File: src/hw/rtl/dwvr_pkg.sv
// Package with the types, codes and index helpers of the deque block.
package dwvr_pkg;

	localparam int DEPTH = 16;
	localparam int VAL_W = 32;
	localparam int IDX_W = $clog2(DEPTH);
	localparam int CNT_W = $clog2(DEPTH + 1);
	localparam int SUM_W = IDX_W + 2;

	localparam logic [2:0] OPC_PUSH_FRONT = 3'd0;
	localparam logic [2:0] OPC_PUSH_BACK  = 3'd1;
	localparam logic [2:0] OPC_POP_FRONT  = 3'd2;
	localparam logic [2:0] OPC_POP_BACK   = 3'd3;
	localparam logic [2:0] OPC_REMOVE     = 3'd4;

	typedef enum logic [2:0] {
		OP_PUSH_FRONT,
		OP_PUSH_BACK,
		OP_POP_FRONT,
		OP_POP_BACK,
		OP_REMOVE,
		OP_NOP
	} op_t;

	typedef enum logic [1:0] {
		ST_DONE,
		ST_FULL,
		ST_EMPTY,
		ST_NOTFOUND
	} status_t;

	typedef struct packed {
		op_t              op;
		logic [VAL_W-1:0] value;
	} cmd_t;

	typedef struct packed {
		status_t          status;
		logic [CNT_W-1:0] count;
		logic [VAL_W-1:0] front;
		logic [VAL_W-1:0] back;
	} res_t;

	// Physical slot of the entry at a given distance from the head.
	function automatic logic [IDX_W-1:0] slot_idx(input logic [IDX_W-1:0] head,
			input logic [CNT_W-1:0] offset);
		logic [SUM_W-1:0] sum;
		sum = SUM_W'(head) + SUM_W'(offset);
		if (sum >= SUM_W'(DEPTH)) begin
			sum = sum - SUM_W'(DEPTH);
		end
		return sum[IDX_W-1:0];
	endfunction

endpackage

File: src/hw/rtl/dwvr_ram.sv
// Generic single-port-write, single-port-read RAM with registered read data.
module dwvr_ram #(
	parameter int WIDTH = 32,
	parameter int DEPTH = 16
) (
	input  logic                     clk,
	input  logic                     we,
	input  logic [$clog2(DEPTH)-1:0] waddr,
	input  logic [WIDTH-1:0]         wdata,
	input  logic [$clog2(DEPTH)-1:0] raddr,
	output logic [WIDTH-1:0]         rdata
);

	logic [WIDTH-1:0] mem [DEPTH];

	always_ff @(posedge clk) begin
		if (we) begin
			mem[waddr] <= wdata;
		end
		rdata <= mem[raddr];
	end

endmodule

File: src/hw/rtl/dwvr_front.sv
// Front end: accepts input words, decodes the operation and queues commands.
module dwvr_front import dwvr_pkg::*; (
	input  logic             clk,
	input  logic             arst_n,
	input  logic             push,
	output logic             full,
	input  logic [2:0]       operation,
	input  logic [VAL_W-1:0] value,
	output logic             cmd_valid,
	output cmd_t             cmd,
	input  logic             cmd_take
);

	cmd_t       ent_q [2];
	logic       wr_ptr_q;
	logic       rd_ptr_q;
	logic [1:0] fill_q;
	op_t        op_dec;
	logic       do_wr;
	logic       do_rd;

	always_comb begin
		unique case (operation)
			OPC_PUSH_FRONT: op_dec = OP_PUSH_FRONT;
			OPC_PUSH_BACK:  op_dec = OP_PUSH_BACK;
			OPC_POP_FRONT:  op_dec = OP_POP_FRONT;
			OPC_POP_BACK:   op_dec = OP_POP_BACK;
			OPC_REMOVE:     op_dec = OP_REMOVE;
			default:        op_dec = OP_NOP;
		endcase
	end

	assign full      = (fill_q == 2'd2);
	assign cmd_valid = (fill_q != 2'd0);
	assign cmd       = ent_q[rd_ptr_q];
	assign do_wr     = push && !full;
	assign do_rd     = cmd_take && cmd_valid;

	always_ff @(posedge clk) begin
		if (do_wr) begin
			ent_q[wr_ptr_q] <= '{op: op_dec, value: value};
		end
	end

	always_ff @(posedge clk or negedge arst_n) begin
		if (!arst_n) begin
			wr_ptr_q <= 1'b0;
			rd_ptr_q <= 1'b0;
			fill_q   <= 2'd0;
		end else begin
			if (do_wr) begin
				wr_ptr_q <= !wr_ptr_q;
			end
			if (do_rd) begin
				rd_ptr_q <= !rd_ptr_q;
			end
			if (do_wr && !do_rd) begin
				fill_q <= fill_q + 2'd1;
			end else if (do_rd && !do_wr) begin
				fill_q <= fill_q - 2'd1;
			end
		end
	end

endmodule

File: src/hw/rtl/dwvr_back.sv
// Back end: executes commands on the circular store and holds the result word.
module dwvr_back import dwvr_pkg::*; (
	input  logic clk,
	input  logic arst_n,
	input  logic cmd_valid,
	input  cmd_t cmd,
	output logic cmd_take,
	output logic res_valid,
	output res_t res,
	input  logic res_pop
);

	typedef enum logic [2:0] {
		S_IDLE,
		S_SCAN,
		S_SHIFT,
		S_REF_F,
		S_REF_B,
		S_REF_W,
		S_DONE
	} state_t;

	state_t           state_q;
	logic [IDX_W-1:0] head_q;
	logic [CNT_W-1:0] cnt_q;
	logic [VAL_W-1:0] front_q;
	logic [VAL_W-1:0] back_q;
	logic [VAL_W-1:0] val_q;
	logic [CNT_W-1:0] nxt_q;
	logic [CNT_W-1:0] chk_q;
	logic [CNT_W-1:0] k_q;
	logic             pend_s1;
	status_t          st_q;
	res_t             res_q;
	logic             res_valid_q;

	logic             ram_we;
	logic [IDX_W-1:0] ram_waddr;
	logic [VAL_W-1:0] ram_wdata;
	logic [IDX_W-1:0] ram_raddr;
	logic [VAL_W-1:0] ram_rdata;

	logic             is_full;
	logic             is_empty;
	logic [IDX_W-1:0] head_dec;
	logic [CNT_W-1:0] k_inc;
	logic             more_shift;

	assign is_full    = (cnt_q == CNT_W'(DEPTH));
	assign is_empty   = (cnt_q == '0);
	assign head_dec   = (head_q == '0) ? IDX_W'(DEPTH - 1) : head_q - 1'b1;
	assign k_inc      = k_q + 1'b1;
	assign more_shift = (k_inc < cnt_q);
	assign cmd_take   = (state_q == S_IDLE) && !res_valid_q && cmd_valid;
	assign res_valid  = res_valid_q;
	assign res        = res_q;

	always_comb begin
		ram_we    = 1'b0;
		ram_waddr = slot_idx(head_q, cnt_q);
		ram_wdata = cmd.value;
		ram_raddr = slot_idx(head_q, nxt_q);
		unique case (state_q)
			S_IDLE: begin
				if (cmd_take && !is_full) begin
					if (cmd.op == OP_PUSH_FRONT) begin
						ram_we    = 1'b1;
						ram_waddr = head_dec;
					end else if (cmd.op == OP_PUSH_BACK) begin
						ram_we    = 1'b1;
					end
				end
			end
			S_SHIFT: begin
				if (more_shift) begin
					ram_we    = 1'b1;
					ram_waddr = slot_idx(head_q, k_q);
					ram_wdata = ram_rdata;
					ram_raddr = slot_idx(head_q, k_inc + 1'b1);
				end
			end
			S_REF_F: ram_raddr = slot_idx(head_q, '0);
			S_REF_B: ram_raddr = slot_idx(head_q, cnt_q - 1'b1);
			default: ;
		endcase
	end

	dwvr_ram #(
		.WIDTH(VAL_W),
		.DEPTH(DEPTH)
	) u_ram (
		.clk  (clk),
		.we   (ram_we),
		.waddr(ram_waddr),
		.wdata(ram_wdata),
		.raddr(ram_raddr),
		.rdata(ram_rdata)
	);

	always_ff @(posedge clk or negedge arst_n) begin
		if (!arst_n) begin
			state_q     <= S_IDLE;
			head_q      <= '0;
			cnt_q       <= '0;
			front_q     <= '0;
			back_q      <= '0;
			val_q       <= '0;
			nxt_q       <= '0;
			chk_q       <= '0;
			k_q         <= '0;
			pend_s1     <= 1'b0;
			st_q        <= ST_DONE;
			res_q       <= '0;
			res_valid_q <= 1'b0;
		end else begin
			if (res_pop && res_valid_q) begin
				res_valid_q <= 1'b0;
			end
			unique case (state_q)
				S_IDLE: begin
					if (cmd_take) begin
						st_q    <= ST_DONE;
						state_q <= S_DONE;
						unique case (cmd.op)
							OP_PUSH_FRONT: begin
								if (is_full) begin
									st_q <= ST_FULL;
								end else begin
									head_q  <= head_dec;
									cnt_q   <= cnt_q + 1'b1;
									front_q <= cmd.value;
									if (is_empty) begin
										back_q <= cmd.value;
									end
								end
							end
							OP_PUSH_BACK: begin
								if (is_full) begin
									st_q <= ST_FULL;
								end else begin
									cnt_q  <= cnt_q + 1'b1;
									back_q <= cmd.value;
									if (is_empty) begin
										front_q <= cmd.value;
									end
								end
							end
							OP_POP_FRONT, OP_POP_BACK: begin
								if (is_empty) begin
									st_q <= ST_EMPTY;
								end else begin
									cnt_q   <= cnt_q - 1'b1;
									state_q <= S_REF_F;
									if (cnt_q == CNT_W'(1)) begin
										head_q <= '0;
									end else if (cmd.op == OP_POP_FRONT) begin
										head_q <= slot_idx(head_q, CNT_W'(1));
									end
								end
							end
							OP_REMOVE: begin
								val_q <= cmd.value;
								if (is_empty) begin
									st_q <= ST_NOTFOUND;
								end else begin
									nxt_q   <= '0;
									pend_s1 <= 1'b0;
									state_q <= S_SCAN;
								end
							end
							default: ;
						endcase
					end
				end
				S_SCAN: begin
					nxt_q   <= nxt_q + 1'b1;
					chk_q   <= nxt_q;
					pend_s1 <= (nxt_q < cnt_q);
					if (pend_s1) begin
						if (ram_rdata == val_q) begin
							k_q     <= chk_q;
							state_q <= S_SHIFT;
						end else if (chk_q == cnt_q - 1'b1) begin
							st_q    <= ST_NOTFOUND;
							state_q <= S_DONE;
						end
					end
				end
				S_SHIFT: begin
					if (more_shift) begin
						k_q <= k_inc;
					end else begin
						cnt_q   <= cnt_q - 1'b1;
						st_q    <= ST_DONE;
						state_q <= S_REF_F;
						if (cnt_q == CNT_W'(1)) begin
							head_q <= '0;
						end
					end
				end
				S_REF_F: begin
					state_q <= is_empty ? S_DONE : S_REF_B;
				end
				S_REF_B: begin
					front_q <= ram_rdata;
					state_q <= S_REF_W;
				end
				S_REF_W: begin
					back_q  <= ram_rdata;
					state_q <= S_DONE;
				end
				S_DONE: begin
					res_q.status <= st_q;
					res_q.count  <= cnt_q;
					res_q.front  <= is_empty ? '0 : front_q;
					res_q.back   <= is_empty ? '0 : back_q;
					res_valid_q  <= 1'b1;
					state_q      <= S_IDLE;
				end
				default: state_q <= S_IDLE;
			endcase
		end
	end

endmodule

File: src/hw/rtl/deque_with_value_removal.sv
// Pushes and undefined codes go straight to the result word; pops first reload the cached ends from the store.
// Remove by value scans the held entries from the front, then closes up the gap left by the match.
// One word is executed at a time; the RAM read port paces the scan and close-up.
// Two commands queue in front of the execution engine, and one result word waits at the output.
// Reset (arst_n low) is asynchronous: the list becomes empty and all queues are cleared.
// The entry memory is not cleared; only entries inside the held range are ever used.
module deque_with_value_removal import dwvr_pkg::*; (
	input  logic                    clk,
	input  logic                    arst_n,
	input  logic                    push,
	output logic                    full,
	input  logic [2:0]              operation,
	input  logic signed [VAL_W-1:0] value,
	output logic                    empty,
	input  logic                    pop,
	output logic [1:0]              status,
	output logic [CNT_W-1:0]        entry_count,
	output logic signed [VAL_W-1:0] front_value,
	output logic signed [VAL_W-1:0] back_value
);

	// Commands flow from the decoder queue into the engine when it is idle
	// and its result register has been drained.
	logic cmd_valid;
	cmd_t cmd;
	logic cmd_take;
	logic res_valid;
	res_t res;

	// The front end decodes the operation code and buffers two commands,
	// so new words are accepted while the engine is still busy.
	dwvr_front u_front (
		.clk      (clk),
		.arst_n   (arst_n),
		.push     (push),
		.full     (full),
		.operation(operation),
		.value    (value),
		.cmd_valid(cmd_valid),
		.cmd      (cmd),
		.cmd_take (cmd_take)
	);

	// The back end owns the circular store, the head and count registers, and
	// the cached front and back values, and it presents one result word.
	dwvr_back u_back (
		.clk      (clk),
		.arst_n   (arst_n),
		.cmd_valid(cmd_valid),
		.cmd      (cmd),
		.cmd_take (cmd_take),
		.res_valid(res_valid),
		.res      (res),
		.res_pop  (pop)
	);

	// The result word stays on the ports until it is popped.
	assign empty       = !res_valid;
	assign status      = res.status;
	assign entry_count = res.count;
	assign front_value = res.front;
	assign back_value  = res.back;

endmodule

File: config.mk
export PLATFORM = sky130hd
export DESIGN_NAME = deque_with_value_removal
export DESIGN_NICKNAME = d
export VERILOG_FILES = /design/src/hw/rtl/dwvr_pkg.sv /design/src/hw/rtl/dwvr_ram.sv /design/src/hw/rtl/dwvr_front.sv /design/src/hw/rtl/dwvr_back.sv /design/src/hw/rtl/deque_with_value_removal.sv
export SDC_FILE = /design/constraint.sdc
export NUM_CORES = 1
export LEC_CHECK = 0
export BUFFER_PORTS_ARGS = -buffer_cell sky130_fd_sc_hd__buf_2
export CAP_MARGIN = 20
export CORE_UTILIZATION = 50
export CTS_CLUSTER_DIAMETER = 100
export CTS_CLUSTER_SIZE = 12
export DETAILED_ROUTE_END_ITERATION = 12
export GPL_TIMING_DRIVEN = 0
export PLACE_DENSITY = 0.7
export RECOVER_POWER = 50
export REMOVE_ABC_BUFFERS = 1
export SYNTH_ARGS = -nofsm -noshare
export SYNTH_HDL_FRONTEND = slang
export SYNTH_HIERARCHICAL = 1
export SYNTH_SLANG_ARGS = --single-unit
File: constraint.sdc
create_clock -name clk -period 15.8 [get_ports clk]
set_input_delay 1.58 -clock clk [delete_from_list [all_inputs] [get_ports clk]]
set_output_delay 1.58 -clock clk [all_outputs]
set_load 0.03 [all_outputs]
# Yosys cells after proc, flatten, opt, wreduce, memory -nomap -nowiden
# Memory sizes are Yosys's and may differ from the RTL's. A register that Yosys moved wholly into a read port is not among the register bits.
# Index checks and enable logic that the tools add are counted.
# word_totals
n_memories	2
out_inout_bits	73
ram_bits	582
reg_bits	202
elab_cells	219
in_bits	39
# classes
add_sub_neg	21
n_mux	88
order_cmp	9
n_eq_ne	40
n_reduce_logical	40
# mem_list
name	depth	width	rd	rd_ports_with_merged_regs	write_ports	line_no	source
u_back.u_ram.mem	16	32	1	1	1	dwvr_ram.sv:14	logic [WIDTH-1:0] mem [DEPTH];
u_front.ent_q	2	35	1	0	1	dwvr_front.sv:14	cmd_t ent_q [2];
# op_table
cell	n
32-bit two-way mux	9
32-bit case mux with 2 select lines	4
4-bit two-way mux	19
5-bit two-way mux	10
5-bit case mux with 2 select lines	4
32-bit equality test	1
4-bit by 1-bit subtractor with 4-bit output (second input constant)	8
4-bit by 5-bit adder with 6-bit output	5
6-bit by 5-bit >= comparator with 1-bit output (second input constant)	5
4-bit case mux with 2 select lines	3
6-bit AND reduction	4
3-bit two-way mux	7
3-bit inequality test (second input constant)	7
5-bit by 1-bit adder with 5-bit output (second input constant)	4
2-bit two-way mux	10
3-bit by 2-bit equality test with 1-bit output (second input constant)	6
3-bit case mux with 6 select lines	1
2-bit nonzero test	8
3-bit equality test (second input constant)	5
3-bit case mux with 5 select lines	1
1-bit two-way mux	14
2-bit by 1-bit inequality test with 1-bit output (second input constant)	6
2-bit case mux with 3 select lines	2
4-bit case mux with 3 select lines	1
28 further kinds	54

# Depth between registers and ports, before layout
# depth
ltp_word	9
depth_mapped	15
depth_no_buf	13

# Cells and area by module
# The synthesis kept the hierarchy.
# modules_own_cells
module	cells_per_inst	n_inst	seq_area_each_um2	area_each_um2
dwvr_ram	838	1	16015.4	19835.3
dwvr_back	1134	1	4954.8	10659.0
dwvr_front	131	1	2202.1	2894.0
deque_with_value_removal	1	1	0.0	3.8

# Worst setup path before layout
# No wires, ideal clock.
# synth_timing
path_kind	flip-flop to flip-flop
start	reg u_back.k_q[0]
end	mem u_back.u_ram.mem[0][0] (enable)
path_stages_with_launch	13
arrival_ns	5.165
setup_time_ns	0.461
required_ns	15.339
period_less_slack_ns	5.626
path_slack_ns	10.174
n_path_buf	1
path_cell_list	dfrtp_1 ha_1 xnor2_1 inv_1 ha_1 a21oi_1 o21ai_0 a31oi_2 nand2_2 buf_2 nand2_1 or3b_2 nor3_1
# synth_via
elab_chain_len	6
elab_cells_between_ends	12
cone_classes	3 x add/sub; 2 x order compare; 7 x mux
# synth_rtl
element	line_no	source
start, declared	dwvr_back.sv:31	logic [CNT_W-1:0] k_q;
start signal, assigned	dwvr_back.sv:181	k_q <= chk_q;
start signal, assigned	dwvr_back.sv:191	k_q <= k_inc;
5-bit by 1-bit adder with 5-bit output	dwvr_back.sv:52	assign k_inc = k_q + 1'b1;
5-bit less-than comparator	dwvr_back.sv:53	assign more_shift = (k_inc < cnt_q);
1-bit two-way mux	dwvr_back.sv:75	if (more_shift) begin
1-bit case mux with 2 select lines	dwvr_back.sv:63	unique case (state_q)
named net u_back.ram_we	dwvr_back.sv:37	logic ram_we;
1-bit two-way mux	dwvr_ram.sv:17	if (we) begin
1-bit two-way mux (implied by the code)	dwvr_ram.sv:18	mem[waddr] <= wdata;
end, declared	dwvr_ram.sv:14	
# The timed path passes the listed nets, and every way through them passes these cells.

# Final worst setup path
# layout_timing
start	reg u_back.cnt_q[0]
end	reg u_back.back_q[18]
# layout_via
elab_chain_len	3
elab_cells_between_ends	6
cone_classes	4 x eq/ne; 2 x reduce/logical
# layout_rtl
element	line_no	source
start, declared	dwvr_back.sv:25	logic [CNT_W-1:0] cnt_q;
start signal, assigned	dwvr_back.sv:130	cnt_q <= cnt_q + 1'b1;
start signal, assigned	dwvr_back.sv:141	cnt_q <= cnt_q + 1'b1;
start signal, assigned	dwvr_back.sv:152	cnt_q <= cnt_q - 1'b1;
5-bit equality test or 5-bit logical NOT (tied branches)	dwvr_back.sv:49, dwvr_back.sv:50	
3-bit inequality test (no line) or 3-bit by 2-bit inequality test with 1-bit output (tied branches)	-	
6-bit AND reduction (no line) *	-	
end signal, assigned	dwvr_back.sv:133	back_q <= cmd.value;
end signal, assigned	dwvr_back.sv:142	back_q <= cmd.value;
end signal, assigned	dwvr_back.sv:209	back_q <= ram_rdata;
end, declared	dwvr_back.sv:27	logic [VAL_W-1:0] back_q;
# Every way passes the cells marked *; elsewhere a longest branch is shown, timed or not.
# A chain may end at the register's enable or synchronous reset.

==> results_dict.tcl <==
set metrics [dict create \
    syn_to_final_growth_pct 13.1 \
    cp-end-kind "register" \
    route.vias.total 18830 \
    crit_path_end "u_back/back_q[18]" \
    cap_violations 8 \
    multiInputGateArea_um2 9680 \
    dieWidth_um 260 \
    drtIter0Drc 1674 \
    core_um2 65900 \
    start_kind "register" \
    pin_count 112 \
    reg2reg_depth 8 \
    crit_type "reg2reg" \
    slew_viol_final 315 \
    die_y_um 260 \
    clk_latency_ns 0.62 \
    r2r_slack_ns 8.37 \
    synth-async-reset-ratio 0.248 \
    rows 94 \
    hold_class "reg2reg" \
    hold_viol_final 0 \
    syn_avg_cell_area_um2 15.9 \
    yosys_warnings 6 \
    crit_start "u_back/cnt_q[0]" \
    critical-path-max-stage-delay_ns 2.10 \
    cts_tree "built" \
    grt_pass1_wl_um 120000 \
    status "finished with violations" \
    violations "capacitance limit, slew limit" \
    worstPathRequired_ns 16.21 \
    diodes 0 \
    r2r-end "u_back/back_q[18]" \
    synth_common_cells "edfxtp_1, nand2_1, dfrtp_1" \
    hp-start "u_back/res[53]" \
    cts_root_buf "clkbuf_16" \
    fin_skew_ns 0.0196 \
    min_period_ns 7.43 \
    nNetsFinal 2317 \
    critPathMostFrequentCell "clkbuf_1" \
    max_slew_margin -2.84 \
    synth_top_cell_by_area "edfxtp_1" \
    grt_pass1_vias 19090 \
    tns_ns 0 \
    cp_num_cells 8 \
    seq_area_frac_synth 0.694 \
    fill_cells 5001 \
    hpwl_um 50500 \
    regArea_um2 23200 \
    holdPathStages 2 \
    crit_buf_inv 3 \
    synth_edf_count 582 \
    cts_resized 0 \
    dieArea_um2 67800 \
    routed_wl_um 79200 \
    grt_start_max_net_pins 105 \
    cts_sinks 816 \
    avgRoutedWirePerCell_um 25.0 \
    drive_above_1_share 0.176 \
    drt_pass1_iterations 5 \
    syn_area_um2 33400 \
    syn_inst 2104 \
    postRouteAntennaNets 0 \
    cts_made_buffers 77 \
    synth_cell_types 64 \
    grt_usage 0.239 \
    crit_fanout 74 \
    arrival_ns 7.84 \
    gr-total-overflow 0 \
    cts_setup_buffers 0 \
    drc 0 \
    path_cells "inv_1 > ha_1 > or4b_1 > nand2_1 > a32oi_1 > clkbuf_1 > clkbuf_1 > o21ai_0" \
    synth.top_cell.area_share 0.523 \
    clockBufferDepth 3 \
    clkSlewWorstSetupHoldPaths_ns 0.06 \
    synthFlopType "edfxtp_1" \
    worstMarginPinSlew_ns 5.77 \
    setup_violations 0 \
    max_freq_ghz 0.135 \
    start_util 0.507 \
    synthTopCellsByArea "edfxtp_1, dfrtp_1, mux4_2" \
    rr_startpoint "u_back/cnt_q[0]" \
    port_buffers 111 \
    post_drt_via_cell_ratio 5.94 \
    synth_seq_cells 816 \
    gp_congestion 0.873 \
    critPathTopFamily "buffers and inverters" \
    grt_antenna_before_repair 0 \
    design_area_um2 37800 \
    placed_area_um2 35800 \
    hold_buffers 0 \
    rsz0062_at_grt "no" \
    synth.most_common_cell "edfxtp_1" \
    crit_slowest_cell "or4b_1" \
    htree_levels 3 \
    hold_slack_ns 0.475 \
    period_share 0.470 \
]
-- worst min-delay path by stage --
| stage | endpoint | slack, ns |
|---|---|---|
| after global routing | u_back/res[55] | 0.49 |
| after floorplan | u_back/back_q[0] | 0.45 |
| after detailed placement | u_back/res[55] | 0.47 |
| after global placement | u_back/res[40] | 0.46 |
| after CTS | u_back/res[55] | 0.48 |
| final | u_back/res[53] | 0.47 |
-- metrics by stage --
step / instances / setup WS, ns / util
after global placement: 2963 / -4.62 / 0.523
after global routing: 3169 / 7.67 / 0.573
after floorplan: 1988 / 1.59 / -
final: 3169 / 8.37 / 0.573
after CTS: 3169 / 10.54 / 0.579
after detailed placement: 3026 / 10.57 / 0.544
-- placed cells by master (no fill, tap or decap), types with 58 or more instances in the layout --
master     count
a22oi_1       66
clkbuf_1     162
clkbuf_16     81
dfrtp_1      202
edfxtp_1     582
mux2_2        60
mux4_2       128
nand2_1      306
nor2_1        61
o21ai_0      133
xnor2_1       58
-- registers in the layout (all words and copies together) (netlist names) --
register and cells:
u_back/head_q 4, u_back/pend_s1 1, u_back/u_ram/rdata 32, u_back/st_q 2, u_back/u_ram/mem 512, u_back/res_valid 1
u_back/front_q 32, u_back/val_q 32, u_front/ent_q 70, u_back/nxt_q 5, u_back/chk_q 5, u_front/fill_q 2
u_front/rd_ptr_q 1, u_front/wr_ptr_q 1, u_back/cnt_q 5, u_back/state_q 3, u_back/k_q 5, u_back/res 71
u_back/back_q 32
-- logic make-up after synthesis --
logic type | count (synthesis) | synth area share
adder cells (fa/ha/maj) | 37 | 0.0150
AND/OR/NAND/NOR | 467 | 0.0603
multiplexers | 272 | 0.137
buffers and inverters | 139 | 0.0199
flip-flops | 816 | 0.694
AO/OA/AOI/OAI | 303 | 0.0558
XOR/XNOR | 70 | 0.0184
-- worst register-to-register path: cells and delay by family (launching register included) --
kind	cells	cell delay [ns]
compound gates	2	1.75
fa+ha+maj	1	0.25
buf+inv	3	2.33
flops	1	0.57
simple gates	2	2.31
-- layer usage --
layer | wire length, um | part of all wire | vias to the layer above | track usage
met5 | 0 | 0 | - | 0
met4 | 2530 | 0.032 | 0 | 0.0871
met3 | 5460 | 0.069 | 145 | 0.0358
met2 | 38600 | 0.49 | 738 | 0.390
met1 | 32600 | 0.41 | 9709 | 0.328
li1 | - | - | 8238 | -
-- final cells by class --
class / instances / share of cell area
flip-flops and latches: 816 / 0.614
multi-input cells: 1149 / 0.256
clock buffers: 140 / 0.0595
repair buffers: 174 / 0.0385
well taps: 864 / 0.0286
inverters: 23 / 0.00229
clock inverters: 3 / 0.00109
Power is not shown: default switching activity piles up to over one toggle a cycle in this logic, so the estimate is an artifact.
